### config.mk
export PLATFORM = sky130hd
export DESIGN_NAME = sobel_grad_pipe
export DESIGN_NICKNAME = d
export VERILOG_FILES = /design/src/design/sobel_pkg.sv /design/src/design/sobel_grad_pipe.sv
export SDC_FILE = /design/constraint.sdc
export NUM_CORES = 1
export LEC_CHECK = 0
export ABC_AREA = 0
export BUFFER_PORTS_ARGS = -buffer_cell sky130_fd_sc_hd__buf_2
export CAP_MARGIN = 20
export CORE_ASPECT_RATIO = 1.25
export CORE_UTILIZATION = 45
export CTS_BUF_LIST = sky130_fd_sc_hd__clkbuf_8
export DETAILED_ROUTE_END_ITERATION = 10
export PLACE_DENSITY_LB_ADDON = 0.15
export SLEW_MARGIN = 15
export SYNTH_ARGS = -nofsm -noshare
export SYNTH_HDL_FRONTEND = slang
export SYNTH_SLANG_ARGS = --single-unit
### constraint.sdc
create_clock -name clk_i -period 10.7 [get_ports clk_i]
set_input_delay 0.535 -clock clk_i [delete_from_list [all_inputs] [get_ports clk_i]]
set_output_delay 0.535 -clock clk_i [all_outputs]
set_load 0.02 [all_outputs]
### src/design/sobel_pkg.sv
// ----------------------------------------------------------------------------
// sobel_pkg
// Shared widths, register map, configuration and window types of the 3x3
// Sobel gradient block.
// ----------------------------------------------------------------------------
package sobel_pkg;

  localparam int unsigned PIX_W    = 10;
  localparam int unsigned MAX_COLS = 1024;
  localparam int unsigned MAX_ROWS = 1024;
  localparam int unsigned COL_W    = $clog2(MAX_COLS);
  localparam int unsigned ROW_W    = $clog2(MAX_ROWS);
  localparam int unsigned SIZE_W   = 11;
  localparam int unsigned GRAD_W   = 13;
  localparam int unsigned MAG_W    = 25;
  localparam int unsigned SQ_W     = MAG_W - 1;
  localparam int unsigned MEM_W    = 2 * PIX_W;

  localparam logic [SIZE_W-1:0] MIN_SIZE    = SIZE_W'(3);
  localparam logic [SIZE_W-1:0] COLS_LIMIT  = SIZE_W'(MAX_COLS);
  localparam logic [SIZE_W-1:0] ROWS_LIMIT  = SIZE_W'(MAX_ROWS);
  localparam logic [SIZE_W-1:0] COLS_RESET  = SIZE_W'(640);
  localparam logic [SIZE_W-1:0] ROWS_RESET  = SIZE_W'(480);

  localparam int unsigned APB_ADDR_W = 3;
  localparam int unsigned APB_DATA_W = 32;
  localparam int unsigned REG_IDX_W  = APB_ADDR_W - 2;

  localparam logic [REG_IDX_W-1:0] REG_FRAME_COLS = REG_IDX_W'(0);
  localparam logic [REG_IDX_W-1:0] REG_FRAME_ROWS = REG_IDX_W'(1);

  typedef struct packed {
    logic [SIZE_W-1:0] cols;
    logic [SIZE_W-1:0] rows;
  } frame_size_t;

  typedef logic [2:0][2:0][PIX_W-1:0] window_t;

  typedef struct packed {
    window_t          window;
    logic             interior;
    logic [ROW_W-1:0] centre_row;
    logic [COL_W-1:0] centre_col;
  } win_item_t;

  function automatic logic signed [GRAD_W-1:0] pix_ext(input logic [PIX_W-1:0] p);
    pix_ext = signed'(GRAD_W'(p));
  endfunction

endpackage

### src/design/sobel_grad_pipe.sv
// ----------------------------------------------------------------------------
// sobel_grad_pipe
// Gradient arithmetic in three registered stages: derivatives, squares and
// their sum. The last stage is the output register.
// ----------------------------------------------------------------------------
module sobel_grad_pipe import sobel_pkg::*; (
  input  logic                     clk_i,
  input  logic                     rst_ni,
  input  win_item_t                item_i,
  input  logic                     item_valid_i,
  output logic                     item_ready_o,
  output logic signed [GRAD_W-1:0] grad_x_o,
  output logic signed [GRAD_W-1:0] grad_y_o,
  output logic [MAG_W-1:0]         grad_mag_sq_o,
  output logic [ROW_W-1:0]         centre_row_o,
  output logic [COL_W-1:0]         centre_col_o,
  output logic                     out_valid_o,
  input  logic                     out_ready_i
);

  logic signed [GRAD_W-1:0]   gx, gy;
  logic                       g1_valid_q, g2_valid_q, g3_valid_q;
  logic                       g1_ready, g2_ready;
  logic signed [GRAD_W-1:0]   g1_gx_q, g1_gy_q, g2_gx_q, g2_gy_q, g3_gx_q, g3_gy_q;
  logic [ROW_W-1:0]           g1_row_q, g2_row_q, g3_row_q;
  logic [COL_W-1:0]           g1_col_q, g2_col_q, g3_col_q;
  logic signed [2*GRAD_W-1:0] gx_w, gy_w, sq_x, sq_y;
  logic [SQ_W-1:0]            g2_sqx_q, g2_sqy_q;
  logic [MAG_W-1:0]           g3_mag_q;

  always_comb begin
    window_t w;
    w  = item_i.window;
    gx = (pix_ext(w[0][2]) - pix_ext(w[0][0]))
       + ((pix_ext(w[1][2]) - pix_ext(w[1][0])) <<< 1)
       + (pix_ext(w[2][2]) - pix_ext(w[2][0]));
    gy = (pix_ext(w[2][0]) - pix_ext(w[0][0]))
       + ((pix_ext(w[2][1]) - pix_ext(w[0][1])) <<< 1)
       + (pix_ext(w[2][2]) - pix_ext(w[0][2]));
    if (!item_i.interior) begin
      gx = '0;
      gy = '0;
    end
  end

  assign gx_w = (2*GRAD_W)'(g1_gx_q);
  assign gy_w = (2*GRAD_W)'(g1_gy_q);
  assign sq_x = gx_w * gx_w;
  assign sq_y = gy_w * gy_w;

  assign g2_ready     = !g3_valid_q || out_ready_i;
  assign g1_ready     = !g2_valid_q || g2_ready;
  assign item_ready_o = !g1_valid_q || g1_ready;

  always_ff @(posedge clk_i) begin
    if (item_valid_i && item_ready_o) begin
      g1_gx_q  <= gx;
      g1_gy_q  <= gy;
      g1_row_q <= item_i.centre_row;
      g1_col_q <= item_i.centre_col;
    end
    if (g1_valid_q && g1_ready) begin
      g2_sqx_q <= sq_x[SQ_W-1:0];
      g2_sqy_q <= sq_y[SQ_W-1:0];
      g2_gx_q  <= g1_gx_q;
      g2_gy_q  <= g1_gy_q;
      g2_row_q <= g1_row_q;
      g2_col_q <= g1_col_q;
    end
    if (g2_valid_q && g2_ready) begin
      g3_mag_q <= MAG_W'(g2_sqx_q) + MAG_W'(g2_sqy_q);
      g3_gx_q  <= g2_gx_q;
      g3_gy_q  <= g2_gy_q;
      g3_row_q <= g2_row_q;
      g3_col_q <= g2_col_q;
    end
  end

  always_ff @(posedge clk_i or negedge rst_ni) begin
    if (!rst_ni) begin
      g1_valid_q <= 1'b0;
      g2_valid_q <= 1'b0;
      g3_valid_q <= 1'b0;
    end else begin
      if (item_ready_o) begin
        g1_valid_q <= item_valid_i;
      end
      if (g1_ready) begin
        g2_valid_q <= g1_valid_q;
      end
      if (g2_ready) begin
        g3_valid_q <= g2_valid_q;
      end
    end
  end

  assign out_valid_o   = g3_valid_q;
  assign grad_x_o      = g3_gx_q;
  assign grad_y_o      = g3_gy_q;
  assign grad_mag_sq_o = g3_mag_q;
  assign centre_row_o  = g3_row_q;
  assign centre_col_o  = g3_col_q;

endmodule

# Word-level counts from Yosys, hierarchy flattened
# Cells that the tools add are included.
# Widths: inputs -> output; s select.
dict set report word_totals {
  regBits 214
  inputBits 115
  output_inout_bits 73
  wordCells 40
}
dict set report op_classes {
  n_addsub 11
  multipliers 2
  reduce_logical 9
}
# operator count
set ops {}
lappend ops {{$sub 10x10->11} 6}
lappend ops {{$mul 13x13->24} 2}
lappend ops {{$add 11x12->13} 2}
lappend ops {{$add 13x11->13} 2}
lappend ops {{$add 24x24->25} 1}
lappend ops {{$logic_and 1x1->1} 3}
lappend ops {{$logic_not 1->1} 3}
lappend ops {{$logic_or 1x1->1} 3}

# Logic depth before layout (Yosys ltp)
dict set report depth {
  word_depth 5
  mapped_depth 24
  ltp_nobuf 22
}

# Worst setup path before layout
# OpenSTA, ideal clock, no wires.
dict set report synth_path {
  path_kind {reg-to-reg}
  start {register g1_gx_q[1]}
  end {register g2_sqx_q[22], data pin}
  setup_time_ns 0.259
  t_arrival_ns 5.510
  required_ns 10.441
  path_slack_ns 4.932
  stages_incl_launch_ff 21
  path_buffers 2
  period_less_slack_ns 5.768
  path_cell_list {edfxtp_1 > clkbuf_1 > clkbuf_1 > and2_1 > fa_1 > fa_1 > fa_1 > inv_1 > fa_1 > inv_1 > fa_1 > ha_1 > ha_1 > o21a_1 > a21oi_1 > a211o_1 > a21oi_1 > and4_1 > nor2_1 > a211o_1 > a211o_1}
}
dict set report synth_between {
  elab_chain_len 1
}
# item line
set synth_lines {}
lappend synth_lines {{start, declared} sobel_grad_pipe.sv:24} ;# logic signed [GRAD_W-1:0] g1_gx_q, g1_gy_q, g2_gx_q, g2_gy_q, g3_gx_q, g3_gy_q;
lappend synth_lines {{start signal, assigned} sobel_grad_pipe.sv:57} ;# g1_gx_q <= gx;
lappend synth_lines {{$mul 13x13->24} sobel_grad_pipe.sv:48} ;# assign sq_x = gx_w * gx_w;
lappend synth_lines {{net sq_x[22]} sobel_grad_pipe.sv:27} ;# logic signed [2*GRAD_W-1:0] gx_w, gy_w, sq_x, sq_y;
lappend synth_lines {{end signal, assigned} sobel_grad_pipe.sv:63} ;# g2_sqx_q <= sq_x[SQ_W-1:0];
lappend synth_lines {{end, declared} sobel_grad_pipe.sv:28} ;# logic [SQ_W-1:0] g2_sqx_q, g2_sqy_q;
# The timed path passes the listed nets, and every way through them passes these cells.
# A chain may end at the register's enable or synchronous reset.

# Worst setup path after layout
dict set report layout_path {
  start {register g1_gx_q[3]}
  end {register g2_sqx_q[23], data pin}
}
# The elaborated chain is that of the path after synthesis.

==> impl_metrics.yaml <==
outcome:
  outcome: "completed"
critical_path:
  cp_slowest_cell: "edfxtp_1"
  reg2reg_from: "g1_gx_q[3]"
  rr_worst_depth: 19
  critical_path.max_stage_delay_ns: 0.85
  required_ns: 10.97
  start_kind: "register"
  startpoint: "g1_gx_q[3]"
  ff2ff_setup_slack_ns: 4.33
  end_kind: "register"
  crit_type: "reg2reg"
  rr_endpoint: "g2_sqx_q[23]"
  cp_cell_sequence: "nand2_1 -> inv_1 -> fa_1 -> fa_1 -> fa_1 -> inv_1 -> fa_1 -> inv_1 -> fa_1 -> ha_1 -> ha_1 -> nor2b_1 -> a31oi_1 -> a21oi_1 -> a41oi_1 -> a211oi_1 -> a41o_1 -> o41ai_1 -> xnor2_1"
  cp_top_family: "adder cells"
  path_buf_inv: 3
  worst-path-max-fanout: 17
  crit_top_cell: "fa_1"
  cp.arrival_ns: 6.64
  cp_num_cells: 19
cts:
  clockBufferDepth: 3
  cts_resized: 0
  cts_htree_levels: 2
  cts_setup_buffers: 0
  cts_buffers: 35
  clk_latency_ns: 0.54
  ctsHoldBuffers: 1
  cts_sinks: 210
  clk_pin_slew_ns: 0.06
  cts_root_buf: "clkbuf_8"
  cts_tree: "yes"
global_route:
  grtUsageTotal_pct: 19.3
  use_met3_pct: 3.27
  antenna_found_initial: 7
  busiest_layer: "met2"
  grt_max_degree: 72
  gr-total-overflow: 0
  grt_util_met1_pct: 22.4
  grt_pass1_vias: 15500
  grt_pass1_wl_mm: 74.1
  use_met2_pct: 36.5
hold_path:
  hp-start: "item_i[6]"
  min_path_cells: 1
  worstHoldEndpoint: "g1_col_q[6]"
  hp-class: "in2reg"
timing:
  hold_viol: 0
  min_period_ns: 6.37
  worst_pin_slew_ns: 1.02
  finalCritPeriodShare_pct: 59.5
  clock_skew_ns: 0.0247
  timing.fmax_mhz: 157
  rsz0062_at_grt: "no"
  setup_viol: 0
  relSlewSlack_pct: 32.3
  setup_tns_ns: 0
  maxSlewViolCount: 0
drt:
  drtPass1Iterations: 6
  drt_iter0_drc: 531
  wl_per_cell_um: 15.7
  viasPerCell: 4.97
  wirelength_mm: 44.7
  drc: 0
  vias: 14100
  drtAntennaViolNets: 0
synthesis:
  ys_top_cells_by_area: "edfxtp_1 29%, fa_1 27%, ha_1 14%"
  ys.warnings.count: 0
  netlist_area_sq_mm: 0.0217
  yosysTopAreaCell: "edfxtp_1"
  ys_ff_latch: 210
  synth-edff-count: 207
  synth_cells: 1991
  ys_seq_area_share_pct: 28.9
  syn_nets: 2643
  ys.flop_type: "edfxtp_1"
  avgSynthCellArea_sq_um: 10.9
  synth_common_cells: "425 x inv_1, 293 x fa_1, 244 x ha_1, 207 x edfxtp_1, 132 x nand2_1"
  ys_types: 57
  yosysMostFrequentCell: "inv_1"
  async_reset_ff_share_pct: 1.43
  synth_top_area_share_pct: 28.6
flow_run:
  drv_cap: 0
finish:
  drive_above_1_share_pct: 11.2
  nNetsFinal: 2831
  area_delta_synth_final_pct: 10.5
place:
  io_buffer_count: 177
  dp_hpwl_mm: 35.9
  gp_congestion: 0.863
floorplanning:
  core_sq_mm: 0.0474
  die_x_um: 199
  initial_core_util_pct: 45.8
  std_cell_rows: 89
  die_h_um: 248
  die_area_sq_mm: 0.0492
  io_pins: 188
==> placed cells by master, fill, tap and decap left out, drive strengths merged, types with 5 or more instances in the layout <==
| cell type | count |
|---|---|
| clkinv | 13 |
| a21oi | 66 |
| and2 | 73 |
| nand2 | 132 |
| a31oi | 8 |
| a21o | 31 |
| xor2 | 34 |
| a211o | 7 |
| clkbuf | 38 |
| o21ai | 46 |
| nand3 | 23 |
| nand2b | 26 |
| buf | 183 |
| or3 | 6 |
| nor3 | 24 |
| a21boi | 14 |
| nor2 | 72 |
| and3 | 8 |
| o21bai | 13 |
| fa | 293 |
| ha | 244 |
| o21a | 9 |
| or2 | 5 |
| nor2b | 42 |
| edfxtp | 207 |
| inv | 435 |
| xnor2 | 96 |
==> how the worst max path moves through the flow <==
stage                         to  slack (ns)
floorplan           g2_sqx_q[22]        4.93
global placement    g2_sqx_q[23]        4.40
detailed placement  g2_sqx_q[23]        4.30
CTS                 g2_sqx_q[23]        4.30
global route        g2_sqx_q[23]        3.91
finish              g2_sqx_q[23]        4.33
==> per-stage QoR <==
step	setup slack, ns	util [%]	hold WS, ns	std cells	instance area [sq um]
6_report	4.33	50.6	0.176	2844	24000
5_1_grt	3.91	50.6	0.145	2843	24000
4_1_cts	4.30	50.6	0.130	2842	24000
3_5_place_dp	4.30	49.2	0.335	2778	23300
3_3_place_gp	4.40	49.2	0.334	2778	23300
2_1_floorplan	4.93	-	0.239	1991	21700
==> final cells by class <==
cell class              count  area [sq um]
clock buffers              38           523
flip-flops and latches    210          6290
fillers                  4429         23400
diodes                      2          5.00
multi-input cells        1323         13700
inverters                 425          1600
clock inverters            25           140
well taps                 637           797
repair buffers            184           941
==> routing by layer <==
metal,part of all wire [%],wire (um),vias up
met5,0.13,57,-
met1,40,18000,6954
met3,5.2,2300,67
met2,53,23500,304
met4,1.9,837,8
li1,-,-,6801
==> flip-flops by register name (all words and copies together) (netlist names), 13 cells and up <==
register,count
g2_sqy_q,22
g2_gy_q,13
grad_mag_sq_o,25
g1_gy_q,13
g1_gx_q,13
grad_x_o,13
grad_y_o,13
g2_sqx_q,22
g2_gx_q,13
==> logic make-up after synthesis <==
family | synth area share, %
flops | 28.9
fa+ha+maj | 41.0
compound gates | 6.98
buf+inv | 7.91
mux | 0.184
xor+xnor | 5.34
simple gates | 9.62
Power is left out: the tool's default activity adds up to more than one toggle a clock period on the data nets, which glitch-free logic cannot reach.
