===== config.mk =====
export PLATFORM = sky130hd
export DESIGN_NAME = sobel_cfg_regs
export DESIGN_NICKNAME = d
export VERILOG_FILES = /design/src/design/sobel_pkg.sv /design/src/design/sobel_cfg_regs.sv
export SDC_FILE = /design/constraint.sdc
export NUM_CORES = 1
export LEC_CHECK = 0
export ABC_AREA = 1
export BUFFER_PORTS_ARGS = -buffer_cell sky130_fd_sc_hd__buf_2
export CORE_MARGIN = 3
export CORE_UTILIZATION = 43
export DETAILED_ROUTE_END_ITERATION = 16
export PLACE_DENSITY = 0.81
export SLEW_MARGIN = 30
export SYNTH_ARGS = -nofsm -noshare
export SYNTH_HDL_FRONTEND = slang
export SYNTH_SLANG_ARGS = --single-unit

===== constraint.sdc =====
create_clock -name clk_i -period 1.7 [get_ports clk_i]
set_clock_uncertainty 0.2 [all_clocks]
set_input_delay 0.17 -clock clk_i [delete_from_list [all_inputs] [get_ports clk_i]]
set_output_delay 0.17 -clock clk_i [all_outputs]
set_load 0.005 [all_outputs]

===== src/design/sobel_pkg.sv =====
// ----------------------------------------------------------------------------
// sobel_pkg
// Shared widths, register map, configuration and window types of the 3x3
// Sobel gradient block.
// ----------------------------------------------------------------------------
package sobel_pkg;

  localparam int unsigned PIX_W    = 10;
  localparam int unsigned MAX_COLS = 1024;
  localparam int unsigned MAX_ROWS = 1024;
  localparam int unsigned COL_W    = $clog2(MAX_COLS);
  localparam int unsigned ROW_W    = $clog2(MAX_ROWS);
  localparam int unsigned SIZE_W   = 11;
  localparam int unsigned GRAD_W   = 13;
  localparam int unsigned MAG_W    = 25;
  localparam int unsigned SQ_W     = MAG_W - 1;
  localparam int unsigned MEM_W    = 2 * PIX_W;

  localparam logic [SIZE_W-1:0] MIN_SIZE    = SIZE_W'(3);
  localparam logic [SIZE_W-1:0] COLS_LIMIT  = SIZE_W'(MAX_COLS);
  localparam logic [SIZE_W-1:0] ROWS_LIMIT  = SIZE_W'(MAX_ROWS);
  localparam logic [SIZE_W-1:0] COLS_RESET  = SIZE_W'(640);
  localparam logic [SIZE_W-1:0] ROWS_RESET  = SIZE_W'(480);

  localparam int unsigned APB_ADDR_W = 3;
  localparam int unsigned APB_DATA_W = 32;
  localparam int unsigned REG_IDX_W  = APB_ADDR_W - 2;

  localparam logic [REG_IDX_W-1:0] REG_FRAME_COLS = REG_IDX_W'(0);
  localparam logic [REG_IDX_W-1:0] REG_FRAME_ROWS = REG_IDX_W'(1);

  typedef struct packed {
    logic [SIZE_W-1:0] cols;
    logic [SIZE_W-1:0] rows;
  } frame_size_t;

  typedef logic [2:0][2:0][PIX_W-1:0] window_t;

  typedef struct packed {
    window_t          window;
    logic             interior;
    logic [ROW_W-1:0] centre_row;
    logic [COL_W-1:0] centre_col;
  } win_item_t;

  function automatic logic signed [GRAD_W-1:0] pix_ext(input logic [PIX_W-1:0] p);
    pix_ext = signed'(GRAD_W'(p));
  endfunction

endpackage


===== src/design/sobel_cfg_regs.sv =====
// ----------------------------------------------------------------------------
// sobel_cfg_regs
// Register file for the frame size, with a simple APB-style port. The values
// in use are held to their legal ranges.
// ----------------------------------------------------------------------------
module sobel_cfg_regs import sobel_pkg::*; (
  input  logic                  clk_i,
  input  logic                  rst_ni,
  input  logic                  psel,
  input  logic                  penable,
  input  logic                  pwrite,
  input  logic [APB_ADDR_W-1:0] paddr,
  input  logic [APB_DATA_W-1:0] pwdata,
  output logic [APB_DATA_W-1:0] prdata,
  output logic                  pready,
  output frame_size_t           size_o
);

  logic [SIZE_W-1:0]    cols_q, rows_q;
  logic [REG_IDX_W-1:0] reg_idx;
  logic                 wr_en;

  assign reg_idx = paddr[APB_ADDR_W-1:2];
  assign wr_en   = psel && penable && pwrite;
  assign pready  = 1'b1;

  always_ff @(posedge clk_i or negedge rst_ni) begin
    if (!rst_ni) begin
      cols_q <= COLS_RESET;
      rows_q <= ROWS_RESET;
    end else if (wr_en) begin
      unique case (reg_idx)
        REG_FRAME_COLS: cols_q <= pwdata[SIZE_W-1:0];
        REG_FRAME_ROWS: rows_q <= pwdata[SIZE_W-1:0];
        default: ;
      endcase
    end
  end

  always_comb begin
    unique case (reg_idx)
      REG_FRAME_COLS: prdata = APB_DATA_W'(cols_q);
      REG_FRAME_ROWS: prdata = APB_DATA_W'(rows_q);
      default:        prdata = '0;
    endcase
  end

  always_comb begin
    size_o.cols = (cols_q < MIN_SIZE) ? MIN_SIZE :
                  (cols_q > COLS_LIMIT) ? COLS_LIMIT : cols_q;
    size_o.rows = (rows_q < MIN_SIZE) ? MIN_SIZE :
                  (rows_q > ROWS_LIMIT) ? ROWS_LIMIT : rows_q;
  end

endmodule


# Word level (Yosys, flattened, before mapping)
# Index checks and enable logic that the tools add are counted.
# word_totals
register_bits,22
output_inout_bits,55
in_bits,40
elab_cells,16
# op_classes
muxes,5
n_reduce_logical,4
bitwise_logic,1
order_cmp,4
# ops
operator,n
32-bit case mux with 2 select lines,1
11-bit two-way mux,4
"11-bit greater-than comparator, second input constant",2
"11-bit by 2-bit < comparator with 1-bit output, second input constant",2
2-bit AND reduction,2
1-bit logical AND,2
1-bit inverter,1

# Longest topological paths before layout
# Gate-level depths: netlist (run 1).
# logic_depth
ltp_word,3
depth_mapped,5
ltp_nobuf,5

# Least setup slack after synthesis (run 1)
# No wires, ideal clock.
# synth_timing
path_kind,register -> output
startpoint,register rows_q[4]
endpoint,output size_o[1] in the netlist's numbering
t_arrival_ps,911
stages_incl_launch_ff,5
setup_slack_ps,419
required_time_ps,1330
cell_sequence,dfrtp_1 > nor2_1 > nand3_2 > or2_1 > nand2_1
# synth_lines
item,line,rtl
start: declaration,sobel_cfg_regs.sv:19,"logic [SIZE_W-1:0] cols_q, rows_q;"
start signal: assignment,sobel_cfg_regs.sv:34,REG_FRAME_ROWS: rows_q <= pwdata[SIZE_W-1:0];
end: declaration,sobel_cfg_regs.sv:16,output frame_size_t size_o

==> reports/metrics.yaml, run 1 <==
worst_setup_path:
  crit_chain: "nor2_2, nand3_2, o21bai_4, inv_4, nor2_2, buf_2"
  critPathCaptureType: "output pin"
  cp_max_fo: 7
  cp.arrival_ps: 1440
  cpMaxStageDelayCell: "dfrtp_1"
  crit_top_cell: "nor2_2"
  crit_type: "flip-flop to output pin"
  cp-start-kind: "flip-flop"
  cpPeakStageDelay_ps: 410
  critical_path_required_ps: 1330
run_status:
  status: "complete, but fails checks"
  violations: "negative setup slack"
sta:
  finalCritPeriodShare_pct: 106
  finalHoldViolCount: 0
  maxSlewViolCount: 0
  grt_setup_unrepaired: "yes"
  fin_ws_ps: -106
  min_period_ps: 1810
  setup_viol: 17
  fmax_mhz: 554
final_layout:
  antenna_cells: 0
  fin_util_pct: 61.4
  fin_cells: 318
  drive_gt1_share_pct: 40.1
  area_growth_pct: 30.0
  finalNetCount: 315
place:
  port_buffers: 49
  place.gp.congestion: 0.800
  dp_cells: 289
  hpwl_um: 2450
  preCtsSetupSlack_ps: 212
min_path:
  hp-class: "primary input to asynchronous set/reset pin"
clocking:
  path_clk_slew_ps: 120
  cts_tree: "yes"
  clock_path_buffers: 2
  cts_buffers: 3
  clock-sinks: 22
  clk_latency_ps: 300
  clockRootBuffer: "clkbuf_4"
  h-tree-depth: 1
routing:
  vias_per_cell: 4.25
  routed_wl_um: 3550
  vias: 1353
  first_pass_iters: 4
  drt_iter0_markers: 53
  wire_per_inst_um: 11.2
  post-route-drc-count: 0
  ant_nets: 0
power:
  power_mw: 1.79
  ir_drop_mv: 0.379
  leakagePower_nw: 1.09
  p_per_area_nw_per_um2: 919
yosys:
  avgSynthCellArea_um2: 7.43
  syn_area_um2: 1500
  netlist-cell-type-count: 22
  synth_warnings: 0
  ys_seq_elements: 22
  yosysSeqAreaShare_pct: 37.2
  synth_cells: 202
floorplan:
  boundaryPins: 95
  core_um2: 3180
  rows: 20
  die-area_um2: 4230
  die_height_um: 65.1
  die_w_um: 65.1
  start_util_pct: 47.2
grt:
  grt_pass1_vias: 1202
  grt_first_pass_wirelength_um: 5620
  grt_max_degree: 23
  grt_overflow: 0
  antenna_found_initial: 0
  grtUsageTotal_pct: 16.8
job:
  drv_cap: 0
-- cell usage after synthesis --
| cell | n | area [um2] |
|---|---|---|
| o21ai_2 | 1 | 8.76 |
| clkbuf_1 | 2 | 7.51 |
| nand2_1 | 44 | 165 |
| or2_1 | 1 | 6.26 |
| dfrtp_1 | 16 | 400 |
| inv_4 | 2 | 12.5 |
| nand2_2 | 3 | 18.8 |
| dfstp_2 | 6 | 158 |
| nor2_2 | 19 | 119 |
| inv_1 | 32 | 120 |
| nand3_1 | 1 | 5.00 |
| and3_4 | 1 | 11.3 |
| nand4_1 | 1 | 6.26 |
| o21ai_1 | 22 | 110 |
| buf_2 | 3 | 15.0 |
| o21bai_4 | 2 | 37.5 |
| conb_1 | 2 | 7.51 |
| buf_6 | 2 | 22.5 |
| o21ai_0 | 10 | 50.1 |
| nor2_1 | 7 | 26.3 |
| buf_4 | 23 | 173 |
| nand3_2 | 2 | 20.0 |
-- cells by family (layout without fill, tap and decap cells) --
logic type,count (synthesis),in the layout,share of synthesized area [%]
other,2,22,0.501
buffers and inverters,64,116,23.4
and+or+nand+nor,79,79,25.2
DFF,22,22,37.2
AOI/OAI and AO/OA,35,35,13.8
-- critical path: cells and delay by family (launching register included) --
family                 cells  cell delay, ps
flip-flops                 1             410
AND/OR/NAND/NOR            3             350
buffers and inverters      2             200
AO/OA/AOI/OAI              1             170
-- metal layers --
| layer | wire (um) | vias to the layer above | share of wire (%) | GRT usage (%) |
|---|---|---|---|---|
| li1 | - | 709 | - | - |
| met4 | 25 | 0 | 0.70 | 3.89 |
| met5 | 0 | - | 0 | 0 |
| met1 | 1610 | 587 | 45 | 24.5 |
| met2 | 1660 | 53 | 47 | 25.9 |
| met3 | 256 | 4 | 7.2 | 2.60 |
-- path summary, 6_finish.rpt --
kind | cells past startpoint | endpoint | slack, ps | start
worst max-delay path | 6 | size_o[15] | -110 | cols_q[3]
worst min-delay path | 2 | rows_q[9] | 170 | rst_ni
worst max register to register | 4 | cols_q[2] | 590 | cols_q[2]
worst min register to register | 2 | rows_q[6] | 310 | rows_q[6]
max in group asynchronous | 2 | cols_q[7] | 780 | rst_ni
min in group clk_i | 3 | rows_q[8] | 250 | paddr[2]
-- stage by stage --
| step | setup TNS (ps) | hold WS, ps | instance area [um2] |
|---|---|---|---|
| 3_5_place_dp | 0 | -42.2 | 1690 |
| 4_1_cts | -1190 | 156 | 1930 |
| 3_3_place_gp | 0 | -52.2 | 1690 |
| 2_1_floorplan | 0 | -326 | 1580 |
| 6_report | -1150 | 166 | 1950 |
| 5_1_grt | -2860 | 209 | 1950 |
-- placed cells by master (no fill, tap or decap), drive strengths merged --
cell type and count:
buf 66, nand2 47, inv 34, o21ai 33, nor2 26, conb 22
dfrtp 16, dlygate4sd3 12, dfstp 6, clkbuf 4, nand3 3, o21bai 2
or2 1, nand4 1, and3 1
-- power by group --
| part | total [mW] | switching [mW] | internal, mW |
|---|---|---|---|
| Clock | 0.246 | 0.154 | 0.0913 |
| Sequential | 0.736 | 0.0944 | 0.641 |
| Combinational | 0.810 | 0.414 | 0.396 |
| Total | 1.79 | 0.663 | 1.13 |
-- flip-flops by register name, summed over array words and instances (netlist names) --
| signal | count |
|---|---|
| rows_q | 11 |
| cols_q | 11 |
-- final cells by class --
type	instances	area (um2)
Timing Repair Buffer	78	497
Sequential cell	22	558
Inverter	34	133
Fill cell	290	1230
Multi-Input combinational cell	136	682
Clock buffer	4	26.3
Tap cell	44	55.1
-- what timing repair did --
item,4_1_cts,5_1_grt
hold buffers,12,0
setup endpoints to repair,18,20
hold endpoints to repair,44,0
pin swaps,5,2
buffers inserted,11,2
gates resized for setup,3,6
No activity file was read; power rests on OpenSTA's default activity.
==> inputs of run 2 (changes only) <==
RECOVER_POWER = 100   (was default)
==> run 2 against run 1 <==
The flow still finishes with violations (negative setup slack). Sequential cell count did not move. First-iteration DRC count rose by 1.9%. Global-route usage did not move. Critical path type unchanged. Largest cell class unchanged. Highest routed layer unchanged.
==> reports/metrics.yaml, run 2 (synthesis results as in run 1) <==
routing:
  routed_wl_um: 3520  # was 3550 um
  m1WireLength_um: 1540  # was 1610 um
  ant_nets: 0  # unchanged
  post-route-drc-count: 0  # unchanged
  wire_per_inst_um: 11.1  # was 11.2 um
  maxUsedRoutingLayer: "met4"  # unchanged
  drt_iter0_markers: 54  # was 53
  first_pass_iters: 4  # unchanged
  routed-wl-met3_um: 276  # was 256 um
  wl_met2_um: 1670  # was 1660 um
  vias: 1366  # was 1353
  vias_per_cell: 4.30  # was 4.25
clocking:
  clockRootBuffer: "clkbuf_4"  # unchanged
  clock_path_buffers: 2  # unchanged
  path_clk_slew_ps: 120  # about the same
  cts_tree: "yes"  # unchanged
  clk_latency_ps: 300  # about the same
  clock-sinks: 22  # unchanged
  h-tree-depth: 1  # unchanged
  cts_buffers: 3  # unchanged
worst_setup_path:
  cp-start-kind: "flip-flop"  # unchanged
  cpPeakStageDelay_ps: 410  # about the same
  cp_max_fo: 7  # unchanged
  crit_type: "flip-flop to output pin"  # unchanged
  r2r_start: "cols_q[2]"  # unchanged
  critPathCaptureType: "output pin"  # unchanged
  critical_path_required_ps: 1330  # about the same
  cp_top_family: "flip-flops"  # unchanged
  worst-path-buf-inv: 2  # unchanged
  crit_chain: "nor2_2, nand3_2, o21bai_4, inv_4, nor2_2, buf_2"  # unchanged
  cpMaxStageDelayCell: "dfrtp_1"  # unchanged
  crit_path_start: "cols_q[3]"  # unchanged
  crit_top_cell: "nor2_2"  # unchanged
  cp.arrival_ps: 1440  # about the same
job:
  drv_cap: 0  # unchanged
final_layout:
  fill_cells: 298  # was 290
  reg_top3: "cols_q x11, rows_q x11"  # unchanged
  final_area_um2: 1930  # was 1950 um2
  area_growth_pct: 28.6  # was 30.0%
  final_cell_mix: "nand2_1 (46), buf_2 (42), inv_1 (31), o21ai_0 (27)"  # was buf_2 (49), nand2_1 (44), inv_1 (31), o21ai_1 (24)
  drive_gt1_share_pct: 35.8  # was 40.1%
  layout_commonest_cell: "nand2_1"  # was buf_2
  finalNetCount: 315  # unchanged
  antenna_cells: 0  # unchanged
min_path:
  hp-class: "primary input to asynchronous set/reset pin"  # unchanged
grt:
  antenna_found_initial: 0  # unchanged
  grt_first_pass_wirelength_um: 5620  # unchanged
  grtUsageTotal_pct: 16.8  # unchanged
  grt_max_degree: 23  # unchanged
  grt_pass1_vias: 1202  # unchanged
  grt_overflow: 0  # unchanged
sta:
  grt_setup_unrepaired: "yes"  # unchanged
  maxSlewViolCount: 0  # unchanged
  whs_ps: 182  # was 166 ps
  fmax_mhz: 553  # was 554 MHz
  setup_viol: 17  # unchanged
  timing.slew.headroom_pct: 59.8
  min_period_ps: 1810  # about the same
  finalCritPeriodShare_pct: 106  # about the same
  worst_pin_slew_ps: 602
  fin_ws_ps: -107  # was -106 ps
  finalHoldViolCount: 0  # unchanged
floorplan:
  die_w_um: 65.1  # unchanged
  die_height_um: 65.1  # unchanged
  boundaryPins: 95  # unchanged
  core_um2: 3180  # unchanged
  die-area_um2: 4230  # unchanged
  start_util_pct: 47.2  # unchanged
  rows: 20  # unchanged
power:
  ir_drop_mv: 0.377  # was 0.379 mV
  p_per_area_nw_per_um2: 912  # was 919 nW/um2
  leakagePower_nw: 1.06  # was 1.09 nW
run_status:
  violations: "negative setup slack"  # unchanged
  status: "complete, but fails checks"  # unchanged
place:
  detailed_place.area_um2: 1690  # unchanged
  place.gp.congestion: 0.800  # unchanged
  hpwl_um: 2450  # unchanged
  port_buffers: 49  # unchanged
[run 2: cell count changes in the layout (fill, tap and decap cells not counted), sizes merged]
cell    previous run  this run
clkbuf             4        14
buf               66        56
[run 2: per-layer routing]
layer	track usage, %	up-vias
met4	3.89	0
met2	25.9	65
met3	2.60	4
met5	0	-
li1	-	708
met1	24.5	589
[run 2: where the power goes]
group / total (mW) / switching, mW / internal [mW]
Clock: 0.246 / 0.155 / 0.0913
Sequential: 0.731 / 0.0935 / 0.637
Combinational: 0.784 / 0.409 / 0.374
[run 2: timing repair]
| item | CTS | global route |
|---|---|---|
| pin swaps | 5 | 2 |
| setup buffers | 11 | 2 |
| resized for setup | 3 | 6 |
| hold endpoints to repair | 44 | 0 |
| setup endpoints to repair | 18 | 20 |
| hold buffers | 12 | 0 |
[run 2: worst paths after layout]
path | cells after the start | slack, ps | to
setup / recovery | 6 | -110 | size_o[15]
setup reg to reg | 4 | 540 | cols_q[2]
max in group asynchronous | 2 | 750 | rows_q[7]
hold / removal | 2 | 180 | cols_q[4]
min in group clk_i | 2 | 340 | cols_q[9]
hold reg to reg | 2 | 340 | cols_q[9]
[run 2: through the flow]
stage               cells  utilization [%]  total power [mW]  setup WS (ps)  TNS (ps)
floorplan             222                -              1.19            419         0
global placement      289             53.1              1.40            247         0
detailed placement    289             53.1              1.42            212         0
CTS                   316             60.6              1.76           -115     -1190
global route          318             60.7              1.90           -214     -2900
finish                318             60.7              1.76           -107     -1240
[run 2: area by class of cell]
| type | count | area [um2] | share of cell area (%) |
|---|---|---|---|
| multi-input cells | 136 | 677 | 35.1 |
| clock buffers | 4 | 26.3 | 1.36 |
| repair buffers | 78 | 480 | 24.9 |
| inverters | 34 | 133 | 6.87 |
| well taps | 44 | 55.1 | 2.85 |
| flip-flops and latches | 22 | 558 | 28.9 |
==> inputs of run 3 (changes only) <==
RECOVER_POWER = 50   (was 100)
SLEW_MARGIN = default   (was 30)
==> run 3 against run 2 <==
The run still ends with negative setup slack left. Count of clock-buffer cells in the layout stayed put. Register-to-register slack better by 20 ps. Routed wire length is 0.82% higher. Maximum frequency hardly changed. Critical path depth stayed put. Non-clock buffer count stayed put. First-iteration DRC count is 13% lower. Utilization is 0.47 points higher. Total power is 1.7% higher. Worst setup slack hardly changed. Largest power group unchanged. Highest routed layer unchanged.
==> reports/metrics.yaml, run 3 (synthesis results as in run 1) <==
grt:
  grt_max_degree: 23  # unchanged
  grt_first_pass_wirelength_um: 5620  # unchanged
  antenna_found_initial: 0  # unchanged
  grt_overflow: 0  # unchanged
  grt_pass1_vias: 1202  # unchanged
  grtUsageTotal_pct: 16.8  # unchanged
clocking:
  clock_path_buffers: 2  # unchanged
  clockRootBuffer: "clkbuf_4"  # unchanged
  h-tree-depth: 1  # unchanged
  cts_buffers: 3  # unchanged
  clock-sinks: 22  # unchanged
  cts_tree: "yes"  # unchanged
  path_clk_slew_ps: 120  # about the same
  clk_latency_ps: 300  # about the same
floorplan:
  die_height_um: 65.1  # unchanged
  start_util_pct: 47.2  # unchanged
  die-area_um2: 4230  # unchanged
  die_w_um: 65.1  # unchanged
  core_um2: 3180  # unchanged
  boundaryPins: 95  # unchanged
  rows: 20  # unchanged
power:
  p_per_area_nw_per_um2: 920  # was 912 nW/um2
  leakagePower_nw: 1.09  # was 1.06 nW
  ir_drop_mv: 0.380  # was 0.377 mV
  power_mw: 1.79  # was 1.76 mW
sta:
  min_period_ps: 1810  # about the same
  grt_setup_unrepaired: "yes"  # unchanged
  whs_ps: 182  # about the same
  timing.slew.headroom_pct: 55.6  # was 59.8%
  maxSlewViolCount: 0  # unchanged
  finalHoldViolCount: 0  # unchanged
  setup_viol: 17  # unchanged
  fin_ws_ps: -107  # about the same
  fmax_mhz: 553  # about the same
  finalCritPeriodShare_pct: 106  # about the same
  worst_pin_slew_ps: 664  # was 602 ps
run_status:
  violations: "negative setup slack"  # unchanged
  status: "complete, but fails checks"  # unchanged
worst_setup_path:
  cp_max_fo: 7  # unchanged
  critPathCaptureType: "output pin"  # unchanged
  crit_chain: "nor2_2, nand3_2, o21bai_4, inv_4, nor2_2, buf_2"  # unchanged
  critical_path_required_ps: 1330  # about the same
  cp.arrival_ps: 1440  # about the same
  crit_top_cell: "nor2_2"  # unchanged
  cp-start-kind: "flip-flop"  # unchanged
  cpPeakStageDelay_ps: 410  # about the same
  crit_type: "flip-flop to output pin"  # unchanged
  cpMaxStageDelayCell: "dfrtp_1"  # unchanged
final_layout:
  area_growth_pct: 29.6  # was 28.6%
  antenna_cells: 0  # unchanged
  drive_gt1_share_pct: 39.1  # was 35.8%
  finalNetCount: 315  # unchanged
  reg_top3: "cols_q x11, rows_q x11"  # unchanged
  final_cell_mix: "buf_2 (47), nand2_1 (46), inv_1 (31), nor2_2 (22), conb_1 (22)"  # was nand2_1 (46), buf_2 (42), inv_1 (31), o21ai_0 (27)
  fin_util_pct: 61.2  # was 60.7%
  layout_commonest_cell: "buf_2"  # was nand2_1
  fill_cells: 293  # was 298
routing:
  drt_iter0_markers: 47  # was 54
  post-route-drc-count: 0  # unchanged
  wire_per_inst_um: 11.2  # was 11.1 um
  ant_nets: 0  # unchanged
  routed_wl_um: 3550  # was 3520 um
  first_pass_iters: 4  # unchanged
  vias_per_cell: 4.23  # was 4.30
  vias: 1345  # was 1366
place:
  port_buffers: 49  # unchanged
  hpwl_um: 2450  # unchanged
  place.gp.congestion: 0.800  # unchanged
  preCtsSetupSlack_ps: 212  # unchanged
job:
  drv_cap: 0  # unchanged
min_path:
  hp-class: "primary input to asynchronous set/reset pin"  # unchanged
==> run 3: cell type report <==
class	instances	area (um2)	share of cell area, %
Sequential cell	22	558	28.7
Multi-Input combinational cell	136	677	34.8
Inverter	34	133	6.82
Clock buffer	4	26.3	1.35
Timing Repair Buffer	78	495	25.5
Tap cell	44	55.1	2.83
==> run 3: routing by layer <==
layer / wire, um / track usage [%] / vias up
met5: 0 / 0 / -
met4: 25 / 3.89 / 0
met3: 242 / 2.60 / 4
met2: 1660 / 25.9 / 50
met1: 1620 / 24.5 / 581
li1: - / - / 710
==> run 3: stage by stage <==
step | cells | setup TNS, ps | area (um2)
3_3_place_gp | 289 | 0 | 1690
3_5_place_dp | 289 | 0 | 1690
2_1_floorplan | 222 | 0 | 1580
4_1_cts | 316 | -1190 | 1930
6_report | 318 | -1140 | 1940
5_1_grt | 318 | -2880 | 1940
==> run 3: worst paths after layout <==
kind | start | end | slack [ps] | depth (start not counted)
worst min register to register | rows_q[6] | rows_q[6] | 310 | 2
max in group asynchronous | rst_ni | cols_q[7] | 750 | 2
worst max register to register | cols_q[2] | cols_q[2] | 560 | 4
worst max-delay path | cols_q[3] | size_o[15] | -110 | 6
worst min-delay path | rst_ni | rows_q[9] | 180 | 2
min in group clk_i | rows_q[6] | rows_q[6] | 310 | 2
==> run 3: where the power goes <==
part / switching [mW] / internal, mW / total (mW)
registers: 0.0944 / 0.642 / 0.736
clock network: 0.155 / 0.0913 / 0.246
logic: 0.413 / 0.394 / 0.807
==> run 3: what timing repair did <==
item,CTS,global route
pin swaps,5,2
buffers inserted,11,2
hold buffers,12,0
endpoints found under the hold margin,44,0
resized for setup,3,6
setup endpoints to repair,18,20
==> run 3: critical path: cells and delay by family (launching register included) <==
| kind | cells | cell delay, ps |
|---|---|---|
| AND/OR/NAND/NOR | 3 | 340 |
| AO/OA/AOI/OAI | 1 | 170 |
| buffers and inverters | 2 | 210 |
| flip-flops | 1 | 410 |
